$ cat config.mk
export PLATFORM = sky130hd
export DESIGN_NAME = remote_volume_knob_controller_unit
export DESIGN_NICKNAME = d
export VERILOG_FILES = /design/src/hdl/rvkc_pkg.sv /design/src/hdl/rvkc_cmd.sv /design/src/hdl/rvkc_burnin.sv /design/src/hdl/remote_volume_knob_controller_unit.sv
export SDC_FILE = /design/constraint.sdc
export NUM_CORES = 1
export LEC_CHECK = 0
export CORE_MARGIN = 8
export CORE_UTILIZATION = 40
export DETAILED_ROUTE_END_ITERATION = 12
export DONT_BUFFER_PORTS = 1
export GPL_TIMING_DRIVEN = 1
export PLACE_DENSITY_LB_ADDON = 0.05
export SLEW_MARGIN = 0
export SYNTH_ARGS = -nofsm -noshare
export SYNTH_HDL_FRONTEND = slang
export SYNTH_SLANG_ARGS = --single-unit
$ cat constraint.sdc
create_clock -name clock -period 13.4 [get_ports clock]
set_clock_uncertainty 0.05 [all_clocks]
set_input_delay 2.01 -clock clock [delete_from_list [all_inputs] [get_ports clock]]
set_output_delay 2.01 -clock clock [all_outputs]
set_load 0.02 [all_outputs]
$ cat src/hdl/rvkc_pkg.sv
// ----------------------------------------------------------------------------
// rvkc_pkg: shared types and constants for the volume knob controller
// Remote code values, display codes, register indexes and widths used by
// the command, display-timer and top-level modules.
// ----------------------------------------------------------------------------
`default_nettype none

package rvkc_pkg;

   // Motor steps per knob division
   localparam int STEPS_PER_DIVISION = 128;

   // Field widths
   localparam int VOL_W    = 6;
   localparam int DIV_W    = VOL_W + 1;   // power_divisions + volume
   localparam int STEPS_W  = 14;
   localparam int PROD_W   = DIV_W + 9;   // room for up to 511 steps per division
   localparam int TIMER_W  = 17;
   localparam int PHASES_W = 11;
   localparam int CSR_AW   = 3;
   localparam int CSR_DW   = 16;

   localparam logic [STEPS_W-1:0]  STEPS_MAX  = '1;
   localparam logic [TIMER_W-1:0]  TIMER_MAX  = '1;
   localparam logic [PHASES_W-1:0] PHASES_MAX = '1;

   // Remote codes
   localparam logic [31:0] CODE_VOL_UP   = 32'hE0E0E01F;
   localparam logic [31:0] CODE_VOL_DOWN = 32'hE0E0D02F;
   localparam logic [31:0] CODE_MUTE     = 32'hE0E0F00F;
   localparam logic [31:0] CODE_POWER    = 32'hE0E036C9;
   localparam logic [31:0] CODE_RAW_UP   = 32'hE0E028D7;
   localparam logic [31:0] CODE_RAW_DOWN = 32'hE0E0A857;
   localparam logic [31:0] CODE_RESET    = 32'hE0E06897;

   // Display action codes
   typedef enum logic [1:0] {
      ACT_NONE = 2'd0,
      ACT_SHOW = 2'd1,
      ACT_LOGO = 2'd2,
      ACT_OFF  = 2'd3
   } action_type;

   // Display content kind
   typedef enum logic [1:0] {
      KIND_OFF  = 2'd0,
      KIND_ZERO = 2'd1,
      KIND_MAX  = 2'd2,
      KIND_NUM  = 2'd3
   } kind_type;

   // Burn-in phase index values
   localparam logic [1:0] PHASE_LOGO  = 2'd0;
   localparam logic [1:0] PHASE_STATE = 2'd2;

   // Register indexes
   typedef enum logic [CSR_AW-1:0] {
      CSR_TICK_PERIOD = 3'd0,
      CSR_IDLE_THRESH = 3'd1,
      CSR_PHASE_LEN   = 3'd2,
      CSR_PHASE_LIMIT = 3'd3,
      CSR_VOL_CEILING = 3'd4,
      CSR_POWER_DIVS  = 3'd5
   } csr_idx_type;

   // Configuration register set
   typedef struct packed {
      logic [9:0]       tick_period_ms;
      logic [15:0]      idle_threshold_ms;
      logic [15:0]      phase_length_ms;
      logic [9:0]       phase_limit;
      logic [VOL_W-1:0] volume_ceiling;
      logic [VOL_W-1:0] power_divisions;
   } cfg_type;

   localparam cfg_type CFG_RESET = '{
      tick_period_ms:    10'd300,
      idle_threshold_ms: 16'd5000,
      phase_length_ms:   16'd5000,
      phase_limit:       10'd180,
      volume_ceiling:    6'd40,
      power_divisions:   6'd6
   };

   // Stepper move command
   typedef struct packed {
      logic               valid;
      logic               clockwise;
      logic [STEPS_W-1:0] steps;
   } move_type;

   // Knob state after a request
   typedef struct packed {
      kind_type         kind;
      logic [VOL_W-1:0] volume;
      logic             powered;
      logic             muted;
   } status_type;

endpackage

`default_nettype wire

$ cat src/hdl/rvkc_cmd.sv
// ----------------------------------------------------------------------------
// rvkc_cmd: remote code decoder and knob state
// Decodes the remote code of a request, updates power, mute and volume and
// forms the stepper move and the display kind of the new state.
// ----------------------------------------------------------------------------
`default_nettype none

module rvkc_cmd (
   input  wire logic                            clock,
   input  wire logic                            reset,
   input  wire logic                            fire,
   input  wire logic                            code_valid,
   input  wire logic [31:0]                     ir_code,
   input  wire logic [rvkc_pkg::VOL_W-1:0]      volume_ceiling,
   input  wire logic [rvkc_pkg::VOL_W-1:0]      power_divisions,
   output rvkc_pkg::move_type                   move_o,
   output rvkc_pkg::status_type                 status_o
);

   logic                         powered_ff, powered_in;
   logic                         muted_ff, muted_in;
   logic [rvkc_pkg::VOL_W-1:0]   volume_ff, volume_in;
   logic [rvkc_pkg::DIV_W-1:0]   divs;
   logic [rvkc_pkg::PROD_W-1:0]  prod;
   logic                         mv, cw;

   // Command decode and next state
   always_comb begin
      powered_in = powered_ff;
      muted_in   = muted_ff;
      volume_in  = volume_ff;
      mv         = 1'b0;
      cw         = 1'b0;
      divs       = '0;
      if (code_valid) begin
         case (ir_code)
            rvkc_pkg::CODE_VOL_UP: begin
               if (powered_ff && !muted_ff && (volume_ff < volume_ceiling)) begin
                  mv        = 1'b1;
                  divs      = rvkc_pkg::DIV_W'(1);
                  volume_in = volume_ff + rvkc_pkg::VOL_W'(1);
               end
            end
            rvkc_pkg::CODE_VOL_DOWN: begin
               if (powered_ff && !muted_ff && (volume_ff != '0)) begin
                  mv        = 1'b1;
                  cw        = 1'b1;
                  divs      = rvkc_pkg::DIV_W'(1);
                  volume_in = volume_ff - rvkc_pkg::VOL_W'(1);
               end
            end
            rvkc_pkg::CODE_MUTE: begin
               if (powered_ff && (volume_ff != '0)) begin
                  mv       = 1'b1;
                  cw       = !muted_ff;
                  divs     = rvkc_pkg::DIV_W'(volume_ff);
                  muted_in = !muted_ff;
               end
            end
            rvkc_pkg::CODE_POWER: begin
               mv         = 1'b1;
               cw         = powered_ff;
               divs       = rvkc_pkg::DIV_W'(power_divisions)
                          + (muted_ff ? '0 : rvkc_pkg::DIV_W'(volume_ff));
               powered_in = !powered_ff;
            end
            rvkc_pkg::CODE_RAW_UP: begin
               mv   = 1'b1;
               divs = rvkc_pkg::DIV_W'(1);
            end
            rvkc_pkg::CODE_RAW_DOWN: begin
               mv   = 1'b1;
               cw   = 1'b1;
               divs = rvkc_pkg::DIV_W'(1);
            end
            rvkc_pkg::CODE_RESET: begin
               powered_in = 1'b0;
               muted_in   = 1'b0;
               volume_in  = '0;
            end
            default: ;
         endcase
      end
   end

   // Divisions to motor steps, saturated
   assign prod = rvkc_pkg::PROD_W'(divs)
               * rvkc_pkg::PROD_W'(rvkc_pkg::STEPS_PER_DIVISION);

   always_comb begin
      move_o.valid     = mv;
      move_o.clockwise = cw;
      if (prod > rvkc_pkg::PROD_W'(rvkc_pkg::STEPS_MAX)) begin
         move_o.steps = rvkc_pkg::STEPS_MAX;
      end else begin
         move_o.steps = prod[rvkc_pkg::STEPS_W-1:0];
      end
   end

   // Display kind of the new state
   always_comb begin
      status_o.volume  = volume_in;
      status_o.powered = powered_in;
      status_o.muted   = muted_in;
      if (!powered_in) begin
         status_o.kind = rvkc_pkg::KIND_OFF;
      end else if (muted_in || (volume_in == '0)) begin
         status_o.kind = rvkc_pkg::KIND_ZERO;
      end else if (volume_in == volume_ceiling) begin
         status_o.kind = rvkc_pkg::KIND_MAX;
      end else begin
         status_o.kind = rvkc_pkg::KIND_NUM;
      end
   end

   // Knob state registers
   always_ff @(posedge clock) begin
      if (reset) begin
         powered_ff <= 1'b0;
         muted_ff   <= 1'b0;
         volume_ff  <= '0;
      end else if (fire) begin
         powered_ff <= powered_in;
         muted_ff   <= muted_in;
         volume_ff  <= volume_in;
      end
   end

   // State only moves on a processed request carrying a code
   a_no_code_hold: assert property (@(posedge clock) disable iff (reset)
      fire && !code_valid |=> $stable(volume_ff) && $stable(powered_ff) && $stable(muted_ff))
      else $error("knob state changed without a code");

   a_idle_hold: assert property (@(posedge clock) disable iff (reset)
      !fire |=> $stable(volume_ff) && $stable(muted_ff))
      else $error("knob state changed without a request");

   a_no_move_zero: assert property (@(posedge clock) disable iff (reset)
      !move_o.valid |-> (move_o.steps == '0) && !move_o.clockwise)
      else $error("move fields set without a move");

endmodule

`default_nettype wire

$ cat src/hdl/rvkc_burnin.sv
// ----------------------------------------------------------------------------
// rvkc_burnin: idle and burn-in display timers
// Tracks idle time since the last code, then steps the display through
// logo, off, state and off phases until the phase limit holds it off.
// ----------------------------------------------------------------------------
`default_nettype none

module rvkc_burnin (
   input  wire logic                 clock,
   input  wire logic                 reset,
   input  wire logic                 fire,
   input  wire logic                 code_valid,
   input  wire rvkc_pkg::cfg_type    cfg,
   output rvkc_pkg::action_type      action_o
);

   localparam int SUM_W = rvkc_pkg::TIMER_W + 1;
   localparam logic [1:0] PHASE_RESET_IDX = rvkc_pkg::PHASE_LOGO;

   logic                            cycling_ff, cycling_in;
   logic [rvkc_pkg::TIMER_W-1:0]    idle_ff, idle_in;
   logic [rvkc_pkg::TIMER_W-1:0]    phase_timer_ff, phase_timer_in;
   logic [1:0]                      phase_idx_ff, phase_idx_in;
   logic [rvkc_pkg::PHASES_W-1:0]   phases_ff, phases_in;
   logic                            cycling_now;
   logic [rvkc_pkg::TIMER_W-1:0]    idle_base, phase_base;
   logic [SUM_W-1:0]                idle_sum, phase_sum;
   logic [rvkc_pkg::TIMER_W-1:0]    idle_sat;

   // A code ends cycling and restarts the idle timer
   assign cycling_now = code_valid ? 1'b0 : cycling_ff;
   assign idle_base   = code_valid ? '0 : idle_ff;

   assign idle_sum = SUM_W'(idle_base) + SUM_W'(cfg.tick_period_ms);
   assign idle_sat = (idle_sum > SUM_W'(rvkc_pkg::TIMER_MAX)) ? rvkc_pkg::TIMER_MAX
                   : idle_sum[rvkc_pkg::TIMER_W-1:0];

   // Phase timer restarts when a phase ends
   always_comb begin
      phase_base = phase_timer_ff;
      if ((phases_ff <= rvkc_pkg::PHASES_W'(cfg.phase_limit)) &&
          (phase_timer_ff >= rvkc_pkg::TIMER_W'(cfg.phase_length_ms))) begin
         phase_base = '0;
      end
   end

   assign phase_sum = SUM_W'(phase_base) + SUM_W'(cfg.tick_period_ms);

   // Next timer state and display action
   always_comb begin
      cycling_in     = cycling_now;
      idle_in        = idle_base;
      phase_timer_in = phase_timer_ff;
      phase_idx_in   = phase_idx_ff;
      phases_in      = phases_ff;
      action_o       = code_valid ? rvkc_pkg::ACT_SHOW : rvkc_pkg::ACT_NONE;
      if (!cycling_now) begin
         idle_in = idle_sat;
         if (idle_sat > rvkc_pkg::TIMER_W'(cfg.idle_threshold_ms)) begin
            cycling_in     = 1'b1;
            phase_timer_in = rvkc_pkg::TIMER_W'(cfg.phase_length_ms);
            phase_idx_in   = PHASE_RESET_IDX;
            phases_in      = '0;
         end
      end else begin
         if (phases_ff > rvkc_pkg::PHASES_W'(cfg.phase_limit)) begin
            action_o = rvkc_pkg::ACT_OFF;
         end else if (phase_timer_ff >= rvkc_pkg::TIMER_W'(cfg.phase_length_ms)) begin
            case (phase_idx_ff)
               rvkc_pkg::PHASE_LOGO:  action_o = rvkc_pkg::ACT_LOGO;
               rvkc_pkg::PHASE_STATE: action_o = rvkc_pkg::ACT_SHOW;
               default:               action_o = rvkc_pkg::ACT_OFF;
            endcase
            phase_idx_in = phase_idx_ff + 2'd1;
            if (phases_ff != rvkc_pkg::PHASES_MAX) begin
               phases_in = phases_ff + rvkc_pkg::PHASES_W'(1);
            end
         end
         if (phase_sum > SUM_W'(rvkc_pkg::TIMER_MAX)) begin
            phase_timer_in = rvkc_pkg::TIMER_MAX;
         end else begin
            phase_timer_in = phase_sum[rvkc_pkg::TIMER_W-1:0];
         end
      end
   end

   // Timer registers
   always_ff @(posedge clock) begin
      if (reset) begin
         cycling_ff     <= 1'b0;
         idle_ff        <= '0;
         phase_timer_ff <= '0;
         phase_idx_ff   <= '0;
         phases_ff      <= '0;
      end else if (fire) begin
         cycling_ff     <= cycling_in;
         idle_ff        <= idle_in;
         phase_timer_ff <= phase_timer_in;
         phase_idx_ff   <= phase_idx_in;
         phases_ff      <= phases_in;
      end
   end

   a_code_shows: assert property (@(posedge clock) disable iff (reset)
      fire && code_valid |-> action_o == rvkc_pkg::ACT_SHOW)
      else $error("code did not wake the display");

   a_quiet_idle: assert property (@(posedge clock) disable iff (reset)
      fire && !code_valid && !cycling_ff |-> action_o == rvkc_pkg::ACT_NONE)
      else $error("display action while not cycling");

   a_timer_hold: assert property (@(posedge clock) disable iff (reset)
      !fire |=> $stable(idle_ff) && $stable(cycling_ff) && $stable(phases_ff))
      else $error("timers moved without a request");

endmodule

`default_nettype wire

$ cat src/hdl/remote_volume_knob_controller_unit.sv
// ----------------------------------------------------------------------------
// remote_volume_knob_controller_unit: remote-controlled volume knob top level
// Input register, command and burn-in logic, result register; holds the
// configuration registers and the stream handshakes.
// ----------------------------------------------------------------------------
// Flow: an accepted request waits in the input register and loads the result
//   register once the result slot is free or being taken; rsp_ then presents it.
// Throughput: one request per cycle while results are taken; the input and result
//   registers each hold one item, so req_tready stays high while results are taken.
// Reset: synchronous; configuration returns to its defaults, power, mute,
//   volume and all timers clear, both registers empty.
`default_nettype none

module remote_volume_knob_controller_unit (
   input  wire logic                            clock,
   input  wire logic                            reset,
   // request stream
   input  wire logic                            req_tvalid,
   output      logic                            req_tready,
   input  wire logic [31:0]                     req_tdata,  // [31:0] ir_code
   input  wire logic                            req_tuser,  // [0] code_valid
   // result stream
   output      logic                            rsp_tvalid,
   input  wire logic                            rsp_tready,
   // [0] move_valid, [1] move_clockwise, [15:2] move_steps,
   // [17:16] display_action, [19:18] display_kind, [25:20] volume_level,
   // [26] is_on, [27] is_silenced, [31:28] zero
   output      logic [31:0]                     rsp_tdata,
   // configuration writes
   input  wire logic                            csr_we,
   input  wire logic [rvkc_pkg::CSR_AW-1:0]     csr_addr,
   input  wire logic [rvkc_pkg::CSR_DW-1:0]     csr_wdata
);

   rvkc_pkg::cfg_type      cfg_ff;
   logic                   in_valid_ff;
   logic [31:0]            in_code_ff;
   logic                   in_flag_ff;
   logic                   out_valid_ff;
   logic [31:0]            out_data_ff, out_data_in;
   logic                   fire;
   rvkc_pkg::move_type     move;
   rvkc_pkg::status_type   status;
   rvkc_pkg::action_type   action;

   // Handshake: work the held request when the result slot frees up
   assign fire       = in_valid_ff && (!out_valid_ff || rsp_tready);
   assign req_tready = !in_valid_ff || fire;
   assign rsp_tvalid = out_valid_ff;
   assign rsp_tdata  = out_data_ff;

   // Configuration registers
   always_ff @(posedge clock) begin
      if (reset) begin
         cfg_ff <= rvkc_pkg::CFG_RESET;
      end else if (csr_we) begin
         case (csr_addr)
            rvkc_pkg::CSR_TICK_PERIOD: cfg_ff.tick_period_ms    <= csr_wdata[9:0];
            rvkc_pkg::CSR_IDLE_THRESH: cfg_ff.idle_threshold_ms <= csr_wdata;
            rvkc_pkg::CSR_PHASE_LEN:   cfg_ff.phase_length_ms   <= csr_wdata;
            rvkc_pkg::CSR_PHASE_LIMIT: cfg_ff.phase_limit       <= csr_wdata[9:0];
            rvkc_pkg::CSR_VOL_CEILING:
               cfg_ff.volume_ceiling <= csr_wdata[rvkc_pkg::VOL_W-1:0];
            rvkc_pkg::CSR_POWER_DIVS:
               cfg_ff.power_divisions <= csr_wdata[rvkc_pkg::VOL_W-1:0];
            default: ;
         endcase
      end
   end

   // Input register
   always_ff @(posedge clock) begin
      if (reset) begin
         in_valid_ff <= 1'b0;
      end else if (req_tready) begin
         in_valid_ff <= req_tvalid;
      end
   end

   always_ff @(posedge clock) begin
      if (req_tvalid && req_tready) begin
         in_code_ff <= req_tdata;
         in_flag_ff <= req_tuser;
      end
   end

   rvkc_cmd u_cmd (
      .clock           (clock),
      .reset           (reset),
      .fire            (fire),
      .code_valid      (in_flag_ff),
      .ir_code         (in_code_ff),
      .volume_ceiling  (cfg_ff.volume_ceiling),
      .power_divisions (cfg_ff.power_divisions),
      .move_o          (move),
      .status_o        (status)
   );

   rvkc_burnin u_burnin (
      .clock      (clock),
      .reset      (reset),
      .fire       (fire),
      .code_valid (in_flag_ff),
      .cfg        (cfg_ff),
      .action_o   (action)
   );

   // Result packing
   assign out_data_in = {4'b0000, status.muted, status.powered, status.volume,
                         status.kind, action, move.steps, move.clockwise, move.valid};

   // Result register
   always_ff @(posedge clock) begin
      if (reset) begin
         out_valid_ff <= 1'b0;
      end else if (fire) begin
         out_valid_ff <= 1'b1;
      end else if (rsp_tready) begin
         out_valid_ff <= 1'b0;
      end
   end

   always_ff @(posedge clock) begin
      if (fire) begin
         out_data_ff <= out_data_in;
      end
   end

   a_rsp_no_move: assert property (@(posedge clock) disable iff (reset)
      out_valid_ff && !out_data_ff[0] |-> out_data_ff[15:1] == '0)
      else $error("result carries steps without a move");

   a_rsp_off_kind: assert property (@(posedge clock) disable iff (reset)
      out_valid_ff && !out_data_ff[26] |-> out_data_ff[19:18] == rvkc_pkg::KIND_OFF)
      else $error("display kind not off while powered down");

   a_accept_loads: assert property (@(posedge clock) disable iff (reset)
      req_tvalid && req_tready |=> in_valid_ff)
      else $error("accepted request lost from input register");

endmodule

`default_nettype wire

==> impl_metrics.ini, run 1 <==
[global_routing]
grt_pass1_vias = 8131
grt_max_degree = 125
overflow = 0
antenna_found_initial = 1
grtUsageTotal = 0.194
grt_pass1_wl_um = 47800

[sta]
holdWs_ns = 0.404
grt_setup_unrepaired = no
max_slew.worst_pin.slew_ns = 0.917
period_share = 0.424
finalHoldViolations = 0
max-slew-margin-rel = 0.382
setup_violations = 0
final.setup.tns_ns = 0
setup_ws_ns = 7.72
period_needed_ns = 5.68
drv_slew = 0
fmax_mhz = 176

[route]
vias_per_cell = 5.48
wl_per_cell_um = 19.7
initialDrtViolationCount = 727
drtPass1Iterations = 5
ant_nets = 0
routed_wl_um = 30200
vias = 8398
drc = 0

[power_and_ir_drop]
power_uw = 1200
swShare = 0.282
irDropWorstVdd_uv = 81.1
p_leak_uw = 0.00449
seqPwrFrac = 0.488
pwr-share-clk = 0.421
power_density_nw_per_um2 = 106
power_frac_comb = 0.092
internal_power_uw = 865
p_sw_uw = 340

[die]
fp.dieArea_um2 = 31700
die_h_um = 178
initial_core_util = 0.406
core_area_um2 = 25900
io_pins = 91
fp-row-count = 59
die_w_um = 178

[worst_setup_path]
start_kind = flip-flop
path_buf_inv = 2
reg2reg_from = in_flag_ff$_DFFE_PP_
r2r_setup_slack_ns = 7.72
crit_path_end_kind = flip-flop
cp_common_cell = a21o_1
r2r_cells = 20
cpMaxStageDelayCell = nor2_2
path_class = flip-flop to flip-flop
cp_slowest_stage_delay_ns = 0.51
crit_chain = buf_4 -> nand2b_1 -> inv_1 -> ha_1 -> a21o_1 -> a21o_1 -> a2111oi_4 -> nor3_1 -> nor2_2 -> o21ai_0 -> ha_1 -> a21o_1 -> a21o_1 -> a211o_1 -> a221oi_1 -> o21a_1 -> nand2_1 -> o31a_1 -> a21oi_1 -> a22o_1
r2r-end = u_burnin.phases_ff[1]$_SDFFE_PP0P_
path_delay_family = compound AO/OA/AOI/OAI gates
cp_num_cells = 20
arrival_ns = 6.01
cp-startpoint = in_flag_ff$_DFFE_PP_
crit_required_ns = 13.73
cp-endpoint = u_burnin.phases_ff[1]$_SDFFE_PP0P_
critPathMaxFanout = 30

[cts]
clk_pin_slew_worst_paths_ns = 0.08
htree_levels = 4
hold_buffers = 0
cts_setup_buffers = 0
cts.sinks = 176
postCtsResizedCells = 0
tritoncts = yes
clock-root-buffer = clkbuf_16
cts_buffers = 17
cts_max_path_buffers = 2
clock_latency_ns = 0.44

[outcome]
status = finished clean

[synthesis]
ys_types = 89
synth.avg_cell_area_um2 = 8.76
yosysWarnings = 0
synthCells = 1201
ys_ff_latch = 176
synth_seq_area_share = 0.386
ys.flop_type = dfxtp_1
synth-edff-count = 54
ys_async_sr_fraction = 0
syn_area_um2 = 10500

[cells_and_area]
antennaDiodeCount = 0
drive_gt1_frac = 0.0643
mostFrequentLayoutCells = 157 x nand2_1, 122 x dfxtp_1, 119 x nor2_1
fin_nets = 1324
area_growth_pct = 8.16
layout_commonest_cell = nand2_1

[min_path]
hold_class = flip-flop to flip-flop

[placed_design]
portBuffers = 0
place_ws_ns = 7.74
dpl.hpwl_um = 22300
gp_congestion = 0.861

[job]
drv_cap = 0
-- worst min path at each step --
stage	from	to	slack [ns]	cells past startpoint
floorplan	u_burnin.phase_timer_ff[0]$_SDFFE_PP0P_	u_burnin.phase_timer_ff[0]$_SDFFE_PP0P_	0.38	2
global placement	u_burnin.phase_timer_ff[0]$_SDFFE_PP0P_	u_burnin.phase_timer_ff[0]$_SDFFE_PP0P_	0.39	2
detailed placement	u_burnin.phase_timer_ff[0]$_SDFFE_PP0P_	u_burnin.phase_timer_ff[0]$_SDFFE_PP0P_	0.39	2
CTS	cfg_ff[21]$_SDFFE_PP0P_	cfg_ff[21]$_SDFFE_PP0P_	0.40	2
global route	u_burnin.phase_timer_ff[0]$_SDFFE_PP0P_	u_burnin.phase_timer_ff[0]$_SDFFE_PP0P_	0.42	2
finish	cfg_ff[21]$_SDFFE_PP0P_	cfg_ff[21]$_SDFFE_PP0P_	0.40	2
-- logic make-up (layout without fill, tap and decap cells) --
logic type	after synthesis	count (layout)	synth area share
AND/OR/NAND/NOR	477	477	0.229
AO/OA/AOI/OAI	291	291	0.192
flip-flops	176	176	0.386
buffers and inverters	126	112	0.0496
adder cells (fa/ha/maj)	83	83	0.101
XOR/XNOR	28	28	0.0233
multiplexers	19	19	0.0184
other	1	11	0.000357
-- final cells by class --
class	instances	area [um^2]
Tap cell	335	419
Clock buffer	17	425
Multi-Input combinational cell	909	5970
Timing Repair Buffer	10	75.1
Fill cell	2545	14500
Clock inverter	15	160
Sequential cell	176	4060
Inverter	70	263
-- layer usage --
layer	vias to the layer above	part of all wire	track usage
li1	4238	-	-
met1	3946	0.49	0.273
met2	174	0.44	0.301
met3	38	0.047	0.0345
met4	2	0.016	0.0514
met5	-	0.00043	0
-- power by group through the flow --
| stage | combinational [uW] | clock, uW | sequential [uW] |
|---|---|---|---|
| final | 111 | 506 | 587 |
| after global routing | 125 | 543 | 590 |
| after CTS | 111 | 523 | 587 |
| after detailed placement | 110 | 0 | 600 |
| after global placement | 110 | 0 | 600 |
| after floorplan | 92.8 | 0 | 594 |
-- cells in the mapped netlist (10+ instances only) --
cell type,number,area [um^2]
nor2_1,119,447
xnor2_1,18,158
xor2_1,10,87.6
o21ai_0,46,230
nand3b_1,12,90.1
a21oi_1,81,405
nor3_1,21,105
nand2b_1,22,138
a211oi_1,19,143
dfxtp_1,122,2440
edfxtp_1,54,1620
mux2i_1,16,160
buf_4,11,82.6
ha_1,80,1000
o21a_1,12,90.1
a21o_1,25,188
nand2_1,157,589
and2_1,19,119
nand3_1,23,115
nor2b_1,34,213
and3_1,15,93.8
a211o_1,15,131
clkbuf_1,37,139
nand4_1,10,62.6
inv_1,69,259
-- state kept, by name, summed over array words and instances, names as in the netlist --
name                     flops
u_cmd.volume_ff              6
u_burnin.phase_idx_ff        2
in_flag_ff                   1
u_cmd.powered_ff             1
in_valid_ff                  1
rsp_tvalid                   1
cfg_ff                      64
u_cmd.muted_ff               1
u_burnin.phases_ff          11
in_code_ff                  32
rsp_tdata                   21
u_burnin.cycling_ff          1
u_burnin.phase_timer_ff     17
u_burnin.idle_ff            17
-- worst reg2reg max path, cell delays in order (launching register included) --
cell and delay (ns):
edfxtp_1 0.32, buf_4 0.34, nand2b_1 0.22, inv_1 0.05, ha_1 0.26, a21o_1 0.17, a21o_1 0.22, a2111oi_4 0.41
nor3_1 0.15, nor2_2 0.51, o21ai_0 0.28, ha_1 0.35, a21o_1 0.16, a21o_1 0.17, a211o_1 0.29, a221oi_1 0.30
o21a_1 0.23, nand2_1 0.11, o31a_1 0.49, a21oi_1 0.37, a22o_1 0.17
-- metrics by stage --
stage / util / instance area, um^2 / std cells
detailed placement: 0.416 / 10800 / 1500
finish: 0.439 / 11400 / 1532
global placement: 0.416 / 10800 / 1500
global route: 0.439 / 11400 / 1532
floorplan: - / 10600 / 1211
CTS: 0.439 / 11400 / 1532
Power figures use the tool's default switching activity.
==> inputs of run 2 (changes only) <==
- ABC_AREA: not set -> 1
- clock period: 13.4 -> 4.55 ns (I/O delays scaled with it)
==> run 2 against run 1 <==
Power rose to 3.2 times the previous value. Clock power rose to 3.1 times the previous value. First-iteration DRC count fell by 20%.
==> impl_metrics.ini, run 2 <==
[global_routing]
grt_pass1_vias = 8754
grt_max_degree = 69
antenna_found_initial = 1
overflow = 0
grtUsageTotal = 0.187
grt_pass1_wl_um = 48400

[die]
initial_core_util = 0.406
io_pins = 91
fp-row-count = 60
core_area_um2 = 27000
fp.dieArea_um2 = 32900
die_h_um = 181
die_w_um = 181

[synthesis]
synth_top_cell_by_area = dfxtp_1
yosysMostFrequentCell = nand2_1
syn_area_um2 = 10900
yosysWarnings = 0
synth.avg_cell_area_um2 = 7.31
synthTopCellsByArea = dfxtp_1 22%, edfxtp_1 15%, nand2_1 9.8%, ha_1 9.1%, inv_1 7.3%
ys_types = 50
ys_async_sr_fraction = 0
synth_top_area_share = 0.223
ys_ff_latch = 176
synth_seq_area_share = 0.371
netlist_top_cells_count = 286 x nand2_1, 213 x inv_1, 173 x nor2_1
synth-edff-count = 54
synthCells = 1498
ys.flop_type = dfxtp_1

[sta]
period_share = 0.917
setup_violations = 0
max-slew-margin-rel = 0.463
period_needed_ns = 4.17
final.setup.tns_ns = 0
fmax_mhz = 240
max_slew.worst_pin.slew_ns = 0.802
finalHoldViolations = 0
drv_slew = 0

[worst_setup_path]
critPathMaxFanout = 5
crit_required_ns = 4.83
arrival_ns = 4.45
crit_path_end_kind = flip-flop
start_kind = flip-flop
path_class = flip-flop to flip-flop

[cts]
clock-root-buffer = clkbuf_16
cts.sinks = 176
cts_max_path_buffers = 2
htree_levels = 4
clock_latency_ns = 0.45
hold_buffers = 0
clk_pin_slew_worst_paths_ns = 0.08
cts_buffers = 17
tritoncts = yes

[cells_and_area]
fin_util = 0.444
antennaDiodeCount = 0
fin_nets = 1645
final.fill_count = 2840
layout_commonest_cell = nand2_1
area_growth_pct = 9.30
fin_cells = 1859
mostFrequentLayoutCells = 286 x nand2_1, 212 x inv_1, 172 x nor2_1
largest_reg_flops = 64
regMostFlops = cfg_ff
drive_gt1_frac = 0.0962

[power_and_ir_drop]
p_leak_uw = 0.00545
power_density_nw_per_um2 = 321
irDropWorstVdd_uv = 229
power_uw = 3840

[route]
ant_nets = 0
routed_wl_um = 31200
vias = 9367
initialDrtViolationCount = 578
wl_per_cell_um = 16.8
drc = 0
drtPass1Iterations = 5
vias_per_cell = 5.04

[min_path]
hold_class = input port to flip-flop

[placed_design]
gp_congestion = 0.899
dp_cells = 1806
dpl.hpwl_um = 23100
portBuffers = 0

[outcome]
status = finished clean

[job]
drv_cap = 0
[run 2: cell types whose count changed after synthesis, sizes merged, moves of 16 or more]
cell    previous run  this run
a211oi            19         2
a21o              25         4
a21oi             82       130
and2              20         2
inv               69       231
mux2i             16         0
nand2            158       308
nand2b            23         0
nand3             23        80
nor2             121       193
nor2b             34         0
o211ai             1        18
o21ai             52       123
[run 2: cell type report]
type	instances	area, um^2	area share
multi-input cells	1046	5770	0.482
repair buffers	30	226	0.0189
inverters	234	888	0.0742
flip-flops and latches	176	4060	0.340
clock inverters	14	166	0.0139
clock buffers	18	429	0.0359
well taps	341	427	0.0357
[run 2: through the flow]
stage | cell area (um^2) | hold slack (ns) | worst slack, ns
final | 12000 | 0.274 | 0.380
after detailed placement | 11200 | 0.402 | 0.245
after global routing | 12000 | 0.248 | -0.0139
after floorplan | 11000 | 0.385 | 0.356
after global placement | 11200 | 0.405 | 0.185
after CTS | 11800 | 0.241 | 0.192
[run 2: logic make-up (layout without fill, tap and decap cells)]
group                      count (synthesis)  after routing  synth area share
AOI/OAI and AO/OA                        296            296             0.148
xor gates and xnor gates                  24             24            0.0192
adders and majority gates                 83             83            0.0969
buffers and inverters                    287            296             0.108
DFF                                      176            176             0.371
other                                      1             11          0.000343
and+or+nand+nor                          631            632             0.256
[run 2: routing by layer]
| metal | vias to the layer above | part of all wire | wire, um | global-route usage |
|---|---|---|---|---|
| li1 | 4875 | - | - | - |
| met1 | 4283 | 0.47 | 14700 | 0.236 |
| met2 | 175 | 0.47 | 14600 | 0.319 |
| met3 | 34 | 0.038 | 1170 | 0.0325 |
| met4 | 0 | 0.022 | 697 | 0.0600 |
| met5 | - | 0 | 0 | 0 |
[run 2: power by group]
group	total, uW	switching, uW	internal (uW)
Clock	1550	721	831
Sequential	1770	71.4	1700
Combinational	518	342	176
Total	3840	1140	2700
[run 2: repair_timing]
item,4_1_cts,5_1_grt
endpoints found under the setup margin,0,30
buffers inserted,0,20
gates resized for setup,0,4
hold endpoints to repair,0,0
[run 2: path summary, 6_finish.rpt]
| kind | start | endpoint | slack [ns] | cells after the start |
|---|---|---|---|---|
| hold / removal | reset | u_burnin.cycling_ff$_SDFFE_PP0P_ | 0.27 | 1 |
| setup reg to reg | cfg_ff[30]$_SDFFE_PP1P_ | u_burnin.phase_timer_ff[14]$_SDFFE_PP0P_ | 0.38 | 25 |
| setup / recovery | cfg_ff[30]$_SDFFE_PP1P_ | u_burnin.phase_timer_ff[14]$_SDFFE_PP0P_ | 0.38 | 25 |
| hold reg to reg | cfg_ff[52]$_SDFFE_PP0P_ | cfg_ff[52]$_SDFFE_PP0P_ | 0.41 | 2 |
[run 2: critical path: stages, from the launching register on]
cell and delay, ns:
dfxtp_1 0.31, inv_1 0.06, ha_1 0.31, a21o_1 0.19, nor2_1 0.17, nand2_1 0.12, a21oi_2 0.14, nand2_2 0.10
nand2_2 0.07, inv_1 0.12, nor2_1 0.13, ha_1 0.22, inv_1 0.09, fa_1 0.42, o21ai_1 0.27, nand2_1 0.08
o211ai_1 0.15, nand2_1 0.12, nand3_1 0.14, nand3_1 0.13, nor2_1 0.27, nand2_1 0.08, nand2_1 0.06, nand2_1 0.04
o21ai_1 0.15, a21oi_1 0.08
